[config.mk]
export PLATFORM = sky130hd
export DESIGN_NAME = telephone_call_control_fsm_top
export DESIGN_NICKNAME = d
export VERILOG_FILES = /design/src/design/tccf_pkg.sv /design/src/design/telephone_call_control_fsm_top.sv /design/src/design/tccf_front.sv /design/src/design/tccf_back.sv
export SDC_FILE = /design/constraint.sdc
export NUM_CORES = 1
export LEC_CHECK = 0
export BUFFER_PORTS_ARGS = -buffer_cell sky130_fd_sc_hd__clkbuf_2
export CORE_UTILIZATION = 50
export CTS_CLUSTER_DIAMETER = 100
export CTS_CLUSTER_SIZE = 28
export DETAILED_ROUTE_END_ITERATION = 10
export PLACE_DENSITY = 0.73
export RECOVER_POWER = 50
export SYNTH_ARGS = -nofsm -noshare
export SYNTH_HDL_FRONTEND = slang
export SYNTH_HIERARCHICAL = 1
export SYNTH_SLANG_ARGS = --single-unit
[constraint.sdc]
create_clock -name clock -period 5.9 [get_ports clock]
set_clock_uncertainty 0.05 [all_clocks]
set_input_delay 1.18 -clock clock [delete_from_list [all_inputs] [get_ports clock]]
set_output_delay 1.18 -clock clock [all_outputs]
set_load 0.02 [all_outputs]
[src/design/tccf_pkg.sv]
// Shared types, codes and helpers for the telephone call-control switch.
`default_nettype none

package tccf_pkg;

   // Number of telephone units; extension numbers are table indexes
   localparam int UNITS = 16;
   localparam int EXT_W = 4;
   localparam int QDEPTH = 2;
   localparam int QPTR_W = $clog2(QDEPTH);
   localparam int QCNT_W = $clog2(QDEPTH + 1);

   typedef enum logic [1:0] {
      CMD_PICKUP = 2'd0,
      CMD_HANGUP = 2'd1,
      CMD_DIAL   = 2'd2,
      CMD_CHAT   = 2'd3
   } cmd_type;

   typedef enum logic [2:0] {
      ST_ON_HOOK   = 3'd0,
      ST_RINGING   = 3'd1,
      ST_DIAL_TONE = 3'd2,
      ST_RING_BACK = 3'd3,
      ST_BUSY      = 3'd4,
      ST_CONNECTED = 3'd5,
      ST_ERROR     = 3'd6
   } line_type;

   typedef enum logic [1:0] {
      KIND_STATE          = 2'd0,
      KIND_CHAT_DELIVERED = 2'd1,
      KIND_CHAT_REFUSED   = 2'd2
   } kind_type;

   typedef logic [EXT_W-1:0] ext_type;

   typedef struct packed {
      cmd_type cmd;
      ext_type unit;
      ext_type target;
      logic    target_found;
   } req_type;

   typedef struct packed {
      ext_type  dest_unit;
      kind_type kind;
      line_type line_state;
      logic     has_ext;
      ext_type  ext_shown;
      logic     last;
   } rsp_type;

   // Classified command as it sits in the queue
   typedef struct packed {
      cmd_type cmd;
      ext_type unit;
      ext_type target;
      logic    target_ok;
   } job_type;

   typedef enum logic [2:0] {
      BK_IDLE  = 3'd0,
      BK_RD_A  = 3'd1,
      BK_RD_B  = 3'd2,
      BK_EXEC  = 3'd3,
      BK_WR_B  = 3'd4,
      BK_EMIT0 = 3'd5,
      BK_EMIT1 = 3'd6
   } bk_state_type;

   // Build a notification: own extension on hook, peer extension when connected
   function automatic rsp_type notify_rsp(ext_type dest, kind_type kind, line_type st,
                                          logic linked, ext_type peer);
      rsp_type r;
      r.dest_unit  = dest;
      r.kind       = kind;
      r.line_state = st;
      r.last       = 1'b0;
      if (st == ST_ON_HOOK) begin
         r.has_ext   = 1'b1;
         r.ext_shown = dest;
      end else if (st == ST_CONNECTED && linked) begin
         r.has_ext   = 1'b1;
         r.ext_shown = peer;
      end else begin
         r.has_ext   = 1'b0;
         r.ext_shown = '0;
      end
      return r;
   endfunction

endpackage

`default_nettype wire

[src/design/telephone_call_control_fsm_top.sv]
// Top level of the telephone call-control switch.
`default_nettype none

// Call-control switch for 16 telephone units, each addressed by its extension.
// Requests (pickup, hangup, dial, chat) are accepted into a two-entry queue
// and then executed one at a time by a sequencer that reads the acting unit and
// the other party over a single table port, writes the two entries one after the
// other and then hands out zero, one or two notifications through an output
// register; the final notification of a request carries last. The sequencer
// steps through idle, read A, read B, execute and write B, then emits each
// notification once the output register is free, before it takes the next request.
// Requests keep being accepted while the sequencer works, until the queue is
// full. No clearing pass is needed after reset.
module telephone_call_control_fsm_top (
   input  wire logic              clock,
   input  wire logic              reset,
   input  wire logic              req_valid,
   output logic                   req_ready,
   input  wire tccf_pkg::req_type req_data,
   output logic                   rsp_valid,
   input  wire logic              rsp_ready,
   output tccf_pkg::rsp_type      rsp_data
);
   import tccf_pkg::*;

   logic    q_valid;
   logic    q_pop;
   job_type q_job;

   tccf_front u_front (
      .clock     (clock),
      .reset     (reset),
      .req_valid (req_valid),
      .req_ready (req_ready),
      .req_data  (req_data),
      .q_valid   (q_valid),
      .q_job     (q_job),
      .q_pop     (q_pop)
   );

   tccf_back u_back (
      .clock     (clock),
      .reset     (reset),
      .q_valid   (q_valid),
      .q_job     (q_job),
      .q_pop     (q_pop),
      .rsp_valid (rsp_valid),
      .rsp_ready (rsp_ready),
      .rsp_data  (rsp_data)
   );

endmodule

`default_nettype wire

[src/design/tccf_front.sv]
// Front end: accepts requests, classifies them and queues them for the back end.
`default_nettype none

module tccf_front (
   input  wire logic             clock,
   input  wire logic             reset,
   input  wire logic             req_valid,
   output logic                  req_ready,
   input  wire tccf_pkg::req_type req_data,
   output logic                  q_valid,
   output tccf_pkg::job_type     q_job,
   input  wire logic             q_pop
);
   import tccf_pkg::*;

   job_type             q_ff [QDEPTH];
   logic [QPTR_W-1:0]   wr_ptr_ff, wr_ptr_in;
   logic [QPTR_W-1:0]   rd_ptr_ff, rd_ptr_in;
   logic [QCNT_W-1:0]   cnt_ff, cnt_in;
   logic                unit_ok;
   logic                push;
   logic                pop;
   job_type             job_c;

   // Classify: drop units beyond the table, mark unknown targets
   assign unit_ok = ({1'b0, req_data.unit} < (EXT_W+1)'(UNITS));
   always_comb begin
      job_c.cmd       = req_data.cmd;
      job_c.unit      = req_data.unit;
      job_c.target    = req_data.target;
      job_c.target_ok = req_data.target_found &&
                        ({1'b0, req_data.target} < (EXT_W+1)'(UNITS));
   end

   assign req_ready = (cnt_ff != QCNT_W'(QDEPTH));
   assign push      = req_valid && req_ready && unit_ok;
   assign q_valid   = (cnt_ff != '0);
   assign pop       = q_pop && q_valid;
   assign q_job     = q_ff[rd_ptr_ff];

   // Advance pointers and fill count
   always_comb begin
      wr_ptr_in = wr_ptr_ff;
      rd_ptr_in = rd_ptr_ff;
      cnt_in    = cnt_ff;
      if (push) begin
         wr_ptr_in = (wr_ptr_ff == QPTR_W'(QDEPTH - 1)) ? '0 : wr_ptr_ff + 1'b1;
      end
      if (pop) begin
         rd_ptr_in = (rd_ptr_ff == QPTR_W'(QDEPTH - 1)) ? '0 : rd_ptr_ff + 1'b1;
      end
      if (push && !pop) begin
         cnt_in = cnt_ff + 1'b1;
      end else if (pop && !push) begin
         cnt_in = cnt_ff - 1'b1;
      end
   end

   always_ff @(posedge clock) begin
      if (reset) begin
         wr_ptr_ff <= '0;
         rd_ptr_ff <= '0;
         cnt_ff    <= '0;
      end else begin
         wr_ptr_ff <= wr_ptr_in;
         rd_ptr_ff <= rd_ptr_in;
         cnt_ff    <= cnt_in;
      end
   end

   // Store queued requests
   always_ff @(posedge clock) begin
      if (push) begin
         q_ff[wr_ptr_ff] <= job_c;
      end
   end

endmodule

`default_nettype wire

[src/design/tccf_back.sv]
// Back end: reads both parties, applies the call transition and emits notifications.
`default_nettype none

module tccf_back (
   input  wire logic              clock,
   input  wire logic              reset,
   input  wire logic              q_valid,
   input  wire tccf_pkg::job_type q_job,
   output logic                   q_pop,
   output logic                   rsp_valid,
   input  wire logic              rsp_ready,
   output tccf_pkg::rsp_type      rsp_data
);
   import tccf_pkg::*;

   // Per-unit tables
   line_type     line_st_ff  [UNITS];
   logic         peer_vld_ff [UNITS];
   ext_type      peer_idx_ff [UNITS];

   bk_state_type state_ff, state_in;
   job_type      job_ff, job_in;
   line_type     a_st_ff, a_st_in, b_st_ff, b_st_in;
   logic         a_vld_ff, a_vld_in, b_vld_ff, b_vld_in;
   ext_type      a_peer_ff, a_peer_in, b_peer_ff, b_peer_in;
   ext_type      b_addr_ff, b_addr_in;
   rsp_type      res0_ff, res0_in, res1_ff, res1_in;
   logic [1:0]   cnt_ff, cnt_in;
   logic         bw_en_ff, bw_en_in, bw_vld_ff, bw_vld_in;
   line_type     bw_st_ff, bw_st_in;
   ext_type      bw_peer_ff, bw_peer_in;
   logic         rsp_valid_ff, rsp_valid_in;
   rsp_type      rsp_data_ff, rsp_data_in;

   ext_type      rd_addr;
   line_type     rd_st;
   logic         rd_vld;
   ext_type      rd_peer;
   ext_type      b_addr_c;
   logic         tw_en, tw_vld;
   ext_type      tw_addr, tw_peer;
   line_type     tw_st;
   logic         out_free;

   // Transition results for the current command
   logic         aw_en, aw_vld, bw_en_c, bw_vld_c;
   line_type     aw_st, bw_st_c;
   ext_type      aw_peer, bw_peer_c;
   rsp_type      r0_c, r1_c;
   logic [1:0]   cnt_c;

   // Single table read port
   assign rd_st   = line_st_ff[rd_addr];
   assign rd_vld  = peer_vld_ff[rd_addr];
   assign rd_peer = peer_idx_ff[rd_addr];
   assign b_addr_c = (job_ff.cmd == CMD_DIAL) ? job_ff.target : a_peer_ff;

   assign out_free  = !rsp_valid_ff || rsp_ready;
   assign rsp_valid = rsp_valid_ff;
   assign rsp_data  = rsp_data_ff;

   // Decide the call transition from both parties' entries
   always_comb begin
      aw_en     = 1'b0;
      aw_st     = a_st_ff;
      aw_vld    = a_vld_ff;
      aw_peer   = a_peer_ff;
      bw_en_c   = 1'b0;
      bw_st_c   = b_st_ff;
      bw_vld_c  = b_vld_ff;
      bw_peer_c = b_peer_ff;
      r0_c      = '0;
      r1_c      = '0;
      cnt_c     = 2'd0;
      case (job_ff.cmd)
         CMD_PICKUP: begin
            if (a_st_ff == ST_ON_HOOK) begin
               aw_en = 1'b1;
               aw_st = ST_DIAL_TONE;
               r0_c  = notify_rsp(job_ff.unit, KIND_STATE, ST_DIAL_TONE,
                                  a_vld_ff, a_peer_ff);
               cnt_c = 2'd1;
            end else if (a_st_ff == ST_RINGING) begin
               aw_en = 1'b1;
               aw_st = ST_CONNECTED;
               r0_c  = notify_rsp(job_ff.unit, KIND_STATE, ST_CONNECTED,
                                  a_vld_ff, a_peer_ff);
               cnt_c = 2'd1;
               if (a_vld_ff) begin
                  bw_en_c = 1'b1;
                  bw_st_c = ST_CONNECTED;
                  r1_c    = notify_rsp(a_peer_ff, KIND_STATE, ST_CONNECTED,
                                       b_vld_ff, b_peer_ff);
                  cnt_c   = 2'd2;
               end
            end
         end
         CMD_HANGUP: begin
            if (a_st_ff != ST_ON_HOOK) begin
               aw_en  = 1'b1;
               aw_st  = ST_ON_HOOK;
               aw_vld = 1'b0;
               r0_c   = notify_rsp(job_ff.unit, KIND_STATE, ST_ON_HOOK, 1'b0, a_peer_ff);
               cnt_c  = 2'd1;
               if (a_vld_ff) begin
                  // Drop the link on both sides
                  bw_en_c  = 1'b1;
                  bw_vld_c = 1'b0;
                  if (a_st_ff == ST_CONNECTED || a_st_ff == ST_RINGING) begin
                     bw_st_c = ST_DIAL_TONE;
                     r1_c    = notify_rsp(a_peer_ff, KIND_STATE, ST_DIAL_TONE,
                                          1'b0, b_peer_ff);
                     cnt_c   = 2'd2;
                  end else if (a_st_ff == ST_RING_BACK) begin
                     bw_st_c = ST_ON_HOOK;
                     r1_c    = notify_rsp(a_peer_ff, KIND_STATE, ST_ON_HOOK,
                                          1'b0, b_peer_ff);
                     cnt_c   = 2'd2;
                  end
               end
            end
         end
         CMD_DIAL: begin
            if (a_st_ff == ST_DIAL_TONE) begin
               aw_en = 1'b1;
               cnt_c = 2'd1;
               if (!job_ff.target_ok) begin
                  aw_st = ST_ERROR;
                  r0_c  = notify_rsp(job_ff.unit, KIND_STATE, ST_ERROR,
                                     a_vld_ff, a_peer_ff);
               end else if (job_ff.target == job_ff.unit || b_vld_ff ||
                            b_st_ff != ST_ON_HOOK) begin
                  aw_st = ST_BUSY;
                  r0_c  = notify_rsp(job_ff.unit, KIND_STATE, ST_BUSY,
                                     a_vld_ff, a_peer_ff);
               end else begin
                  // Link caller and target
                  aw_st     = ST_RING_BACK;
                  aw_vld    = 1'b1;
                  aw_peer   = job_ff.target;
                  bw_en_c   = 1'b1;
                  bw_st_c   = ST_RINGING;
                  bw_vld_c  = 1'b1;
                  bw_peer_c = job_ff.unit;
                  r0_c      = notify_rsp(job_ff.target, KIND_STATE, ST_RINGING,
                                         1'b1, job_ff.unit);
                  r1_c      = notify_rsp(job_ff.unit, KIND_STATE, ST_RING_BACK,
                                         1'b1, job_ff.target);
                  cnt_c     = 2'd2;
               end
            end
         end
         CMD_CHAT: begin
            if (a_st_ff == ST_CONNECTED && a_vld_ff) begin
               r0_c.dest_unit  = a_peer_ff;
               r0_c.kind       = KIND_CHAT_DELIVERED;
               r0_c.line_state = ST_CONNECTED;
               r0_c.has_ext    = 1'b1;
               r0_c.ext_shown  = job_ff.unit;
               r0_c.last       = 1'b0;
               r1_c  = notify_rsp(job_ff.unit, KIND_STATE, ST_CONNECTED, 1'b1, a_peer_ff);
               cnt_c = 2'd2;
            end else begin
               r0_c  = notify_rsp(job_ff.unit, KIND_CHAT_REFUSED, a_st_ff,
                                  a_vld_ff, a_peer_ff);
               cnt_c = 2'd1;
            end
         end
         default: begin
            cnt_c = 2'd0;
         end
      endcase
      // Mark the final result of the command
      if (cnt_c == 2'd1) begin
         r0_c.last = 1'b1;
      end
      if (cnt_c == 2'd2) begin
         r1_c.last = 1'b1;
      end
   end

   // Sequencer: next state, table access and result hand-off
   always_comb begin
      state_in     = state_ff;
      job_in       = job_ff;
      a_st_in      = a_st_ff;
      a_vld_in     = a_vld_ff;
      a_peer_in    = a_peer_ff;
      b_st_in      = b_st_ff;
      b_vld_in     = b_vld_ff;
      b_peer_in    = b_peer_ff;
      b_addr_in    = b_addr_ff;
      res0_in      = res0_ff;
      res1_in      = res1_ff;
      cnt_in       = cnt_ff;
      bw_en_in     = bw_en_ff;
      bw_st_in     = bw_st_ff;
      bw_vld_in    = bw_vld_ff;
      bw_peer_in   = bw_peer_ff;
      rsp_valid_in = rsp_valid_ff && !rsp_ready;
      rsp_data_in  = rsp_data_ff;
      q_pop        = 1'b0;
      rd_addr      = job_ff.unit;
      tw_en        = 1'b0;
      tw_addr      = job_ff.unit;
      tw_st        = aw_st;
      tw_vld       = aw_vld;
      tw_peer      = aw_peer;
      case (state_ff)
         BK_IDLE: begin
            q_pop = 1'b1;
            if (q_valid) begin
               job_in   = q_job;
               state_in = BK_RD_A;
            end
         end
         BK_RD_A: begin
            rd_addr   = job_ff.unit;
            a_st_in   = rd_st;
            a_vld_in  = rd_vld;
            a_peer_in = rd_peer;
            state_in  = BK_RD_B;
         end
         BK_RD_B: begin
            rd_addr   = b_addr_c;
            b_addr_in = b_addr_c;
            b_st_in   = rd_st;
            b_vld_in  = rd_vld;
            b_peer_in = rd_peer;
            state_in  = BK_EXEC;
         end
         BK_EXEC: begin
            tw_en      = aw_en;
            res0_in    = r0_c;
            res1_in    = r1_c;
            cnt_in     = cnt_c;
            bw_en_in   = bw_en_c;
            bw_st_in   = bw_st_c;
            bw_vld_in  = bw_vld_c;
            bw_peer_in = bw_peer_c;
            state_in   = BK_WR_B;
         end
         BK_WR_B: begin
            tw_en    = bw_en_ff;
            tw_addr  = b_addr_ff;
            tw_st    = bw_st_ff;
            tw_vld   = bw_vld_ff;
            tw_peer  = bw_peer_ff;
            state_in = (cnt_ff == 2'd0) ? BK_IDLE : BK_EMIT0;
         end
         BK_EMIT0: begin
            if (out_free) begin
               rsp_valid_in = 1'b1;
               rsp_data_in  = res0_ff;
               state_in     = (cnt_ff == 2'd2) ? BK_EMIT1 : BK_IDLE;
            end
         end
         BK_EMIT1: begin
            if (out_free) begin
               rsp_valid_in = 1'b1;
               rsp_data_in  = res1_ff;
               state_in     = BK_IDLE;
            end
         end
         default: begin
            state_in = BK_IDLE;
         end
      endcase
   end

   always_ff @(posedge clock) begin
      if (reset) begin
         state_ff     <= BK_IDLE;
         rsp_valid_ff <= 1'b0;
      end else begin
         state_ff     <= state_in;
         rsp_valid_ff <= rsp_valid_in;
      end
   end

   always_ff @(posedge clock) begin
      job_ff      <= job_in;
      a_st_ff     <= a_st_in;
      a_vld_ff    <= a_vld_in;
      a_peer_ff   <= a_peer_in;
      b_st_ff     <= b_st_in;
      b_vld_ff    <= b_vld_in;
      b_peer_ff   <= b_peer_in;
      b_addr_ff   <= b_addr_in;
      res0_ff     <= res0_in;
      res1_ff     <= res1_in;
      cnt_ff      <= cnt_in;
      bw_en_ff    <= bw_en_in;
      bw_st_ff    <= bw_st_in;
      bw_vld_ff   <= bw_vld_in;
      bw_peer_ff  <= bw_peer_in;
      rsp_data_ff <= rsp_data_in;
   end

   // Line state and link bits: all on hook and unlinked after reset
   always_ff @(posedge clock) begin
      if (reset) begin
         for (int i = 0; i < UNITS; i++) begin
            line_st_ff[i]  <= ST_ON_HOOK;
            peer_vld_ff[i] <= 1'b0;
         end
      end else if (tw_en) begin
         line_st_ff[tw_addr]  <= tw_st;
         peer_vld_ff[tw_addr] <= tw_vld;
      end
   end

   // Peer index: meaningful only while the link bit is set
   always_ff @(posedge clock) begin
      if (tw_en) begin
         peer_idx_ff[tw_addr] <= tw_peer;
      end
   end

endmodule

`default_nettype wire
==> flow_summary.json, run 1 <==
{
  "outcome": "finished with violations",
  "failed_checks": "capacitance limit, slew limit",
  "cts.path.max_buffers": 3,
  "clkSinkCount": 244,
  "drive_gt1_frac": 0.111,
  "fmax_mhz": 210,
  "firstDrtPassIters": 5,
  "area_growth_pct": 6.21,
  "clk_pin_slew_worst_paths_ns": 0.11,
  "worst_pin_slew_ns": 2.44,
  "ys_seq_elements": 244,
  "cts.repair.resized": 0,
  "cp.required_ns": 6.08,
  "min_period_over_period": 0.805,
  "synth_fa_ha_area_frac": 0.00579,
  "cts-root-buf": "clkbuf_16",
  "synth.avg_cell_area_um2": 13.4,
  "drc": 0,
  "worstPathCellList": "or3b_1, clkinvlp_2, mux2i_2, nand2b_1, o221ai_1, o21ai_0, or3_1",
  "netlist.area_leader.share": 0.654,
  "fillers": 1757,
  "die_h_um": 149,
  "crit_fanout": 19,
  "stdcell_count": 1085,
  "hold_slack_ns": 0.470,
  "synth_cell_type_count": 63,
  "r2r-end": "u_back/b_st_ff[0]",
  "ys.flop_type": "edfxtp_1",
  "max_slew_margin": -0.629,
  "synth-async-reset-ratio": 0,
  "maxSlewViolCount": 95,
  "synth-seq-area-share": 0.670,
  "die-width_um": 149,
  "cap_violations": 2,
  "synthTopCellsByArea": "edfxtp_1 (65%), mux2_2 (3.4%), nor2_1 (2.1%)",
  "antenna_found_initial": 0,
  "gp_congestion": 0.884,
  "grt_pass1_vias": 6619,
  "synth_compound_area_frac": 0.104,
  "crit_end": "u_back/b_st_ff[0]",
  "yosys-mux-area-fraction": 0.0622,
  "setup_viol": 0,
  "min_period_ns": 4.75,
  "track_usage": 0.219,
  "core_mm2": 0.0211,
  "endpoint_kind": "flip-flop",
  "cts_made_buffers": 12,
  "placed_cell_area_mm2": 0.0112,
  "synth-simple-area-share": 0.125,
  "overflow": 0,
  "synthXorXnorAreaFrac": 0.00649,
  "nets": 824,
  "max_stage_delay_ns": 1.10,
  "yosys-top-cells-count": "edfxtp_1 (235), nor2_1 (61), nand2_1 (48), clkbuf_1 (43), nor3_1 (38)",
  "vdd_drop_max_mv": 0.212,
  "hold_buffers": 0,
  "io_pins": 32,
  "grt_pass1_wl_mm": 37.3,
  "grt_max_degree": 59,
  "cts_max_level": 1,
  "netlist_area_mm2": 0.0108,
  "r2r_start": "u_back/state_ff[0]",
  "worstRegToRegCells": 7,
  "yosysMostFrequentCell": "edfxtp_1",
  "antenna_left": 0,
  "die_area_mm2": 0.0222,
  "post_cts_buffers": 0,
  "reg2reg_slack_ns": 1.15,
  "via_count": 6747,
  "hold_path_class": "reg2reg",
  "path_class": "reg2reg",
  "wire_per_inst_um": 21.8,
  "place_inst": 1065,
  "hold_violations": 0,
  "yosys_warnings": 6,
  "leakage_uw": 0.00365,
  "startpoint": "u_back/state_ff[0]",
  "hpwlAfterDp_mm": 16.2,
  "tns_ns": 0,
  "n_antenna_cell": 0,
  "routed_wl_mm": 23.6,
  "crit_arrival_ns": 4.93,
  "synth_top_family_by_area": "simple AND/OR/NAND/NOR gates",
  "start_util": 0.512,
  "crit_slowest_cell": "mux2i_2",
  "synth_nets": 824,
  "portBuffers": 31,
  "yosysTopAreaCell": "edfxtp_1",
  "synth_edf_count": 235,
  "clock_latency_ns": 0.49,
  "rsz0062_at_grt": "no",
  "fin_area_mm2": 0.0115,
  "drtIter0Drc": 677,
  "start_kind": "flip-flop",
  "avgViaCountPerCell": 6.22,
  "rows": 53,
  "p_per_area_mw_per_mm2": 456,
  "synthesis.instances": 804,
  "tritoncts": "built"
}
## state kept, by name, summed over array words and instances (netlist names), 11 cells and up, named ones only
register	count
u_back/res1_ff	13
u_front/q_ff	22
u_back/peer_vld_ff	16
u_back/res0_ff	15
u_back/peer_idx_ff	64
u_back/line_st_ff	48
u_back/rsp_data	15
u_back/job_ff	11
## power breakdown
group          internal, uW  leakage (uW)  switching, uW
clock network           416      0.000172            521
registers              2280       0.00229            232
logic                   598       0.00118           1190
total                  3290       0.00365           1940
## worst min-delay path by stage
stage / start / end / slack (ns) / cells past startpoint
floorplan: u_front/cnt_ff[1] / u_front/cnt_ff[1] / 0.42 / 2
global placement: u_front/rd_ptr_ff / u_front/rd_ptr_ff / 0.44 / 2
detailed placement: u_front/rd_ptr_ff / u_front/rd_ptr_ff / 0.45 / 2
CTS: u_front/cnt_ff[1] / u_front/cnt_ff[1] / 0.48 / 2
global route: u_front/cnt_ff[1] / u_front/cnt_ff[1] / 0.50 / 2
finish: u_front/cnt_ff[1] / u_front/cnt_ff[1] / 0.47 / 2
## layer usage
| layer | wire (um) | global-route usage | share of wire | vias to the layer above |
|---|---|---|---|---|
| met5 | 0 | 0 | 0 | - |
| met4 | 731 | 0.0786 | 0.031 | 0 |
| met3 | 1590 | 0.0291 | 0.067 | 52 |
| met2 | 11600 | 0.367 | 0.49 | 286 |
| met1 | 9680 | 0.293 | 0.41 | 3285 |
| li1 | - | - | - | 3124 |
## layout make-up
cell class                 count  area, um^2  share of cell area
clock inverter                 1        8.76            0.000764
tap                          275         344              0.0300
timing repair buffer          43         198              0.0172
multi-input combinational    492        3290               0.287
inverter                      11        42.5             0.00371
sequential                   244        7240               0.631
clock buffer                  19         348              0.0303
## kinds of logic (layout without fill, tap and decap cells)
logic type | after synthesis | count (layout)
buffers and inverters | 68 | 74
flip-flops | 244 | 244
multiplexers | 53 | 53
XOR/XNOR | 8 | 8
adder cells (fa/ha/maj) | 5 | 5
AND/OR/NAND/NOR | 266 | 266
AO/OA/AOI/OAI | 160 | 160
## stage by stage
| step | util | worst slack, ns | power [uW] |
|---|---|---|---|
| 5_1_grt | 0.544 | 0.759 | 5490 |
| 2_1_floorplan | - | 3.00 | 3770 |
| 4_1_cts | 0.546 | 1.61 | 5250 |
| 6_report | 0.544 | 1.15 | 5230 |
| 3_3_place_gp | 0.529 | 1.75 | 4280 |
| 3_5_place_dp | 0.529 | 1.60 | 4320 |
## cell usage in the layout (no fill, tap or decap), types with 6 or more instances in the layout
| master | netlist | final |
|---|---|---|
| mux4_2 | 8 | 8 |
| clkbuf_1 | 43 | 36 |
| nor2b_1 | 7 | 7 |
| nand2_1 | 48 | 48 |
| inv_1 | 10 | 10 |
| nor4_1 | 33 | 33 |
| mux2_2 | 33 | 28 |
| mux2i_1 | 12 | 11 |
| buf_4 | 3 | 8 |
| nand2b_1 | 11 | 11 |
| a21oi_1 | 20 | 20 |
| a31oi_1 | 10 | 8 |
| nor3_1 | 38 | 38 |
| o221ai_1 | 15 | 15 |
| nand3_1 | 12 | 12 |
| edfxtp_1 | 235 | 235 |
| or3_1 | 10 | 10 |
| o21ai_0 | 27 | 27 |
| clkbuf_16 | 0 | 13 |
| dfxtp_1 | 9 | 9 |
| a22o_1 | 8 | 8 |
| o31ai_1 | 7 | 7 |
| and3_1 | 6 | 6 |
| and2_1 | 10 | 6 |
| nor2_1 | 61 | 61 |
| or2_2 | 15 | 15 |
| xor2_1 | 8 | 8 |
| o22ai_1 | 20 | 20 |
## worst max-delay path: cells and delay by family, from the launching register on
kind,cells,cell delay [ns]
AO/OA/AOI/OAI,2,0.50
multiplexers,1,1.10
AND/OR/NAND/NOR,3,1.54
flip-flops,1,0.54
buffers and inverters,1,0.76
Note: power is estimated with default switching activity, not from simulation.
==> run 2, diff against run 1 <==
PLACE_DENSITY = 0.76   (was 0.73)
clock period = 4.29 ns   (was 5.9 ns; I/O delays follow)
==> flow_summary.json, run 2 (synthesis gave the netlist of run 1 again) <==
{
  "core_mm2": 0.0211,
  "max_stage_delay_ns": 0.68,
  "cts.repair.resized": 0,
  "grtUsageMet2": 0.360,
  "cts.path.max_buffers": 3,
  "die_h_um": 149,
  "drive_gt1_frac": 0.123,
  "p_per_area_mw_per_mm2": 627,
  "largest_reg_flops": 64,
  "maxSlewViolCount": 98,
  "overflow": 0,
  "grt-busiest-layer": "met2",
  "portBuffers": 31,
  "antenna_left": 0,
  "clkSinkCount": 244,
  "postLayoutCoreUtil": 0.547,
  "regArea_mm2": 0.00724,
  "endpoint_kind": "flip-flop",
  "worstPathCellList": "inv_1, ha_1, mux2_1, mux2i_1, nand2b_1, buf_4, o22ai_1, o31ai_1, or3_1",
  "grt_max_degree": 58,
  "via_count": 6821,
  "rows": 53,
  "hold_buffers": 0,
  "firstDrtPassIters": 6,
  "layout_common_cells": "edfxtp_1 (235), nor2_1 (61), nand2_1 (48), nor3_1 (38), nor4_1 (33)",
  "gp_congestion": 0.911,
  "clock_latency_ns": 0.48,
  "vdd_drop_max_mv": 0.286,
  "stdcell_count": 1093,
  "cp.required_ns": 4.47,
  "hold_violations": 0,
  "leakage_uw": 0.00371,
  "crit_slowest_cell": "mux2i_1",
  "setup_viol": 0,
  "start_util": 0.512,
  "die_area_mm2": 0.0222,
  "start_kind": "flip-flop",
  "max_slew_margin": -0.602,
  "avgViaCountPerCell": 6.24,
  "fmax_mhz": 268,
  "min_period_ns": 3.73,
  "cts-root-buf": "clkbuf_16",
  "worst_pin_slew_ns": 2.40,
  "post_cts_buffers": 0,
  "final_common_cell": "edfxtp_1",
  "outcome": "finished with violations",
  "routed_wl_mm": 23.5,
  "fillers": 1730,
  "tritoncts": "built",
  "tns_ns": 0,
  "grt.met3_usage": 0.0278,
  "wire_per_inst_um": 21.5,
  "top_register": "u_back/peer_idx_ff",
  "rsz0062_at_grt": "no",
  "area_growth_pct": 6.81,
  "met1_usage": 0.296,
  "cts_max_level": 1,
  "top_regs": "u_back/peer_idx_ff x64, u_back/line_st_ff x48, u_front/q_ff x22",
  "clk_pin_slew_worst_paths_ns": 0.10,
  "min_period_over_period": 0.870,
  "nets": 835,
  "hold_path_class": "reg2reg",
  "grt_pass1_wl_mm": 36.8,
  "place_ws_ns": 0.610,
  "finalWorstSetupSlack_ns": 0.556,
  "track_usage": 0.216,
  "multi_input_area_mm2": 0.00328,
  "place_inst": 1076,
  "drc": 0,
  "cts_made_buffers": 12,
  "path_class": "reg2reg",
  "cap_violations": 2,
  "grt_pass1_vias": 6532,
  "n_antenna_cell": 0,
  "io_pins": 32,
  "crit_arrival_ns": 3.91,
  "die-width_um": 149,
  "failed_checks": "capacitance limit, slew limit",
  "hpwlAfterDp_mm": 16.1,
  "drtIter0Drc": 642,
  "antenna_found_initial": 0,
  "crit_fanout": 11
}
run 2: worst paths after layout:
check / to / cells past startpoint / slack [ns] / start
max: u_back/a_st_ff[2] / 9 / 0.56 / u_back/job_ff[9]
max reg2reg: u_back/a_st_ff[2] / 9 / 0.56 / u_back/job_ff[9]
min: u_front/rd_ptr_ff / 2 / 0.47 / u_front/rd_ptr_ff
min reg2reg: u_front/rd_ptr_ff / 2 / 0.47 / u_front/rd_ptr_ff
run 2: cell type report:
class | count | area share
multi-input combinational | 492 | 0.285
sequential | 244 | 0.628
timing repair buffer | 54 | 0.0240
clock inverter | 1 | 0.000759
tap | 275 | 0.0298
clock buffer | 16 | 0.0292
inverter | 11 | 0.00401
run 2: worst max-delay path, delay by kind of cell, from the launching register on:
kind	cells	cell delay, ns
multiplexers	2	1.22
AND/OR/NAND/NOR	2	0.74
flip-flops	1	0.43
adder cells (fa/ha/maj)	1	0.43
buffers and inverters	2	0.37
AO/OA/AOI/OAI	2	0.24
run 2: metrics by stage:
step	total power [uW]	hold slack, ns	cell area (um^2)
final	7230	0.468	11500
after CTS	7230	0.468	11600
after global routing	7560	0.503	11500
after floorplan	5190	0.421	10800
after detailed placement	5990	0.440	11200
after global placement	5920	0.435	11200
run 2: layer usage:
| metal | wire (um) | up-vias |
|---|---|---|
| li1 | - | 3141 |
| met1 | 9730 | 3310 |
| met2 | 11300 | 324 |
| met3 | 1740 | 46 |
| met4 | 669 | 0 |
| met5 | 0 | - |
run 2: power by group:
part / switching [uW] / internal (uW)
registers: 299 / 3130
logic: 1670 / 873
clock network: 695 / 561
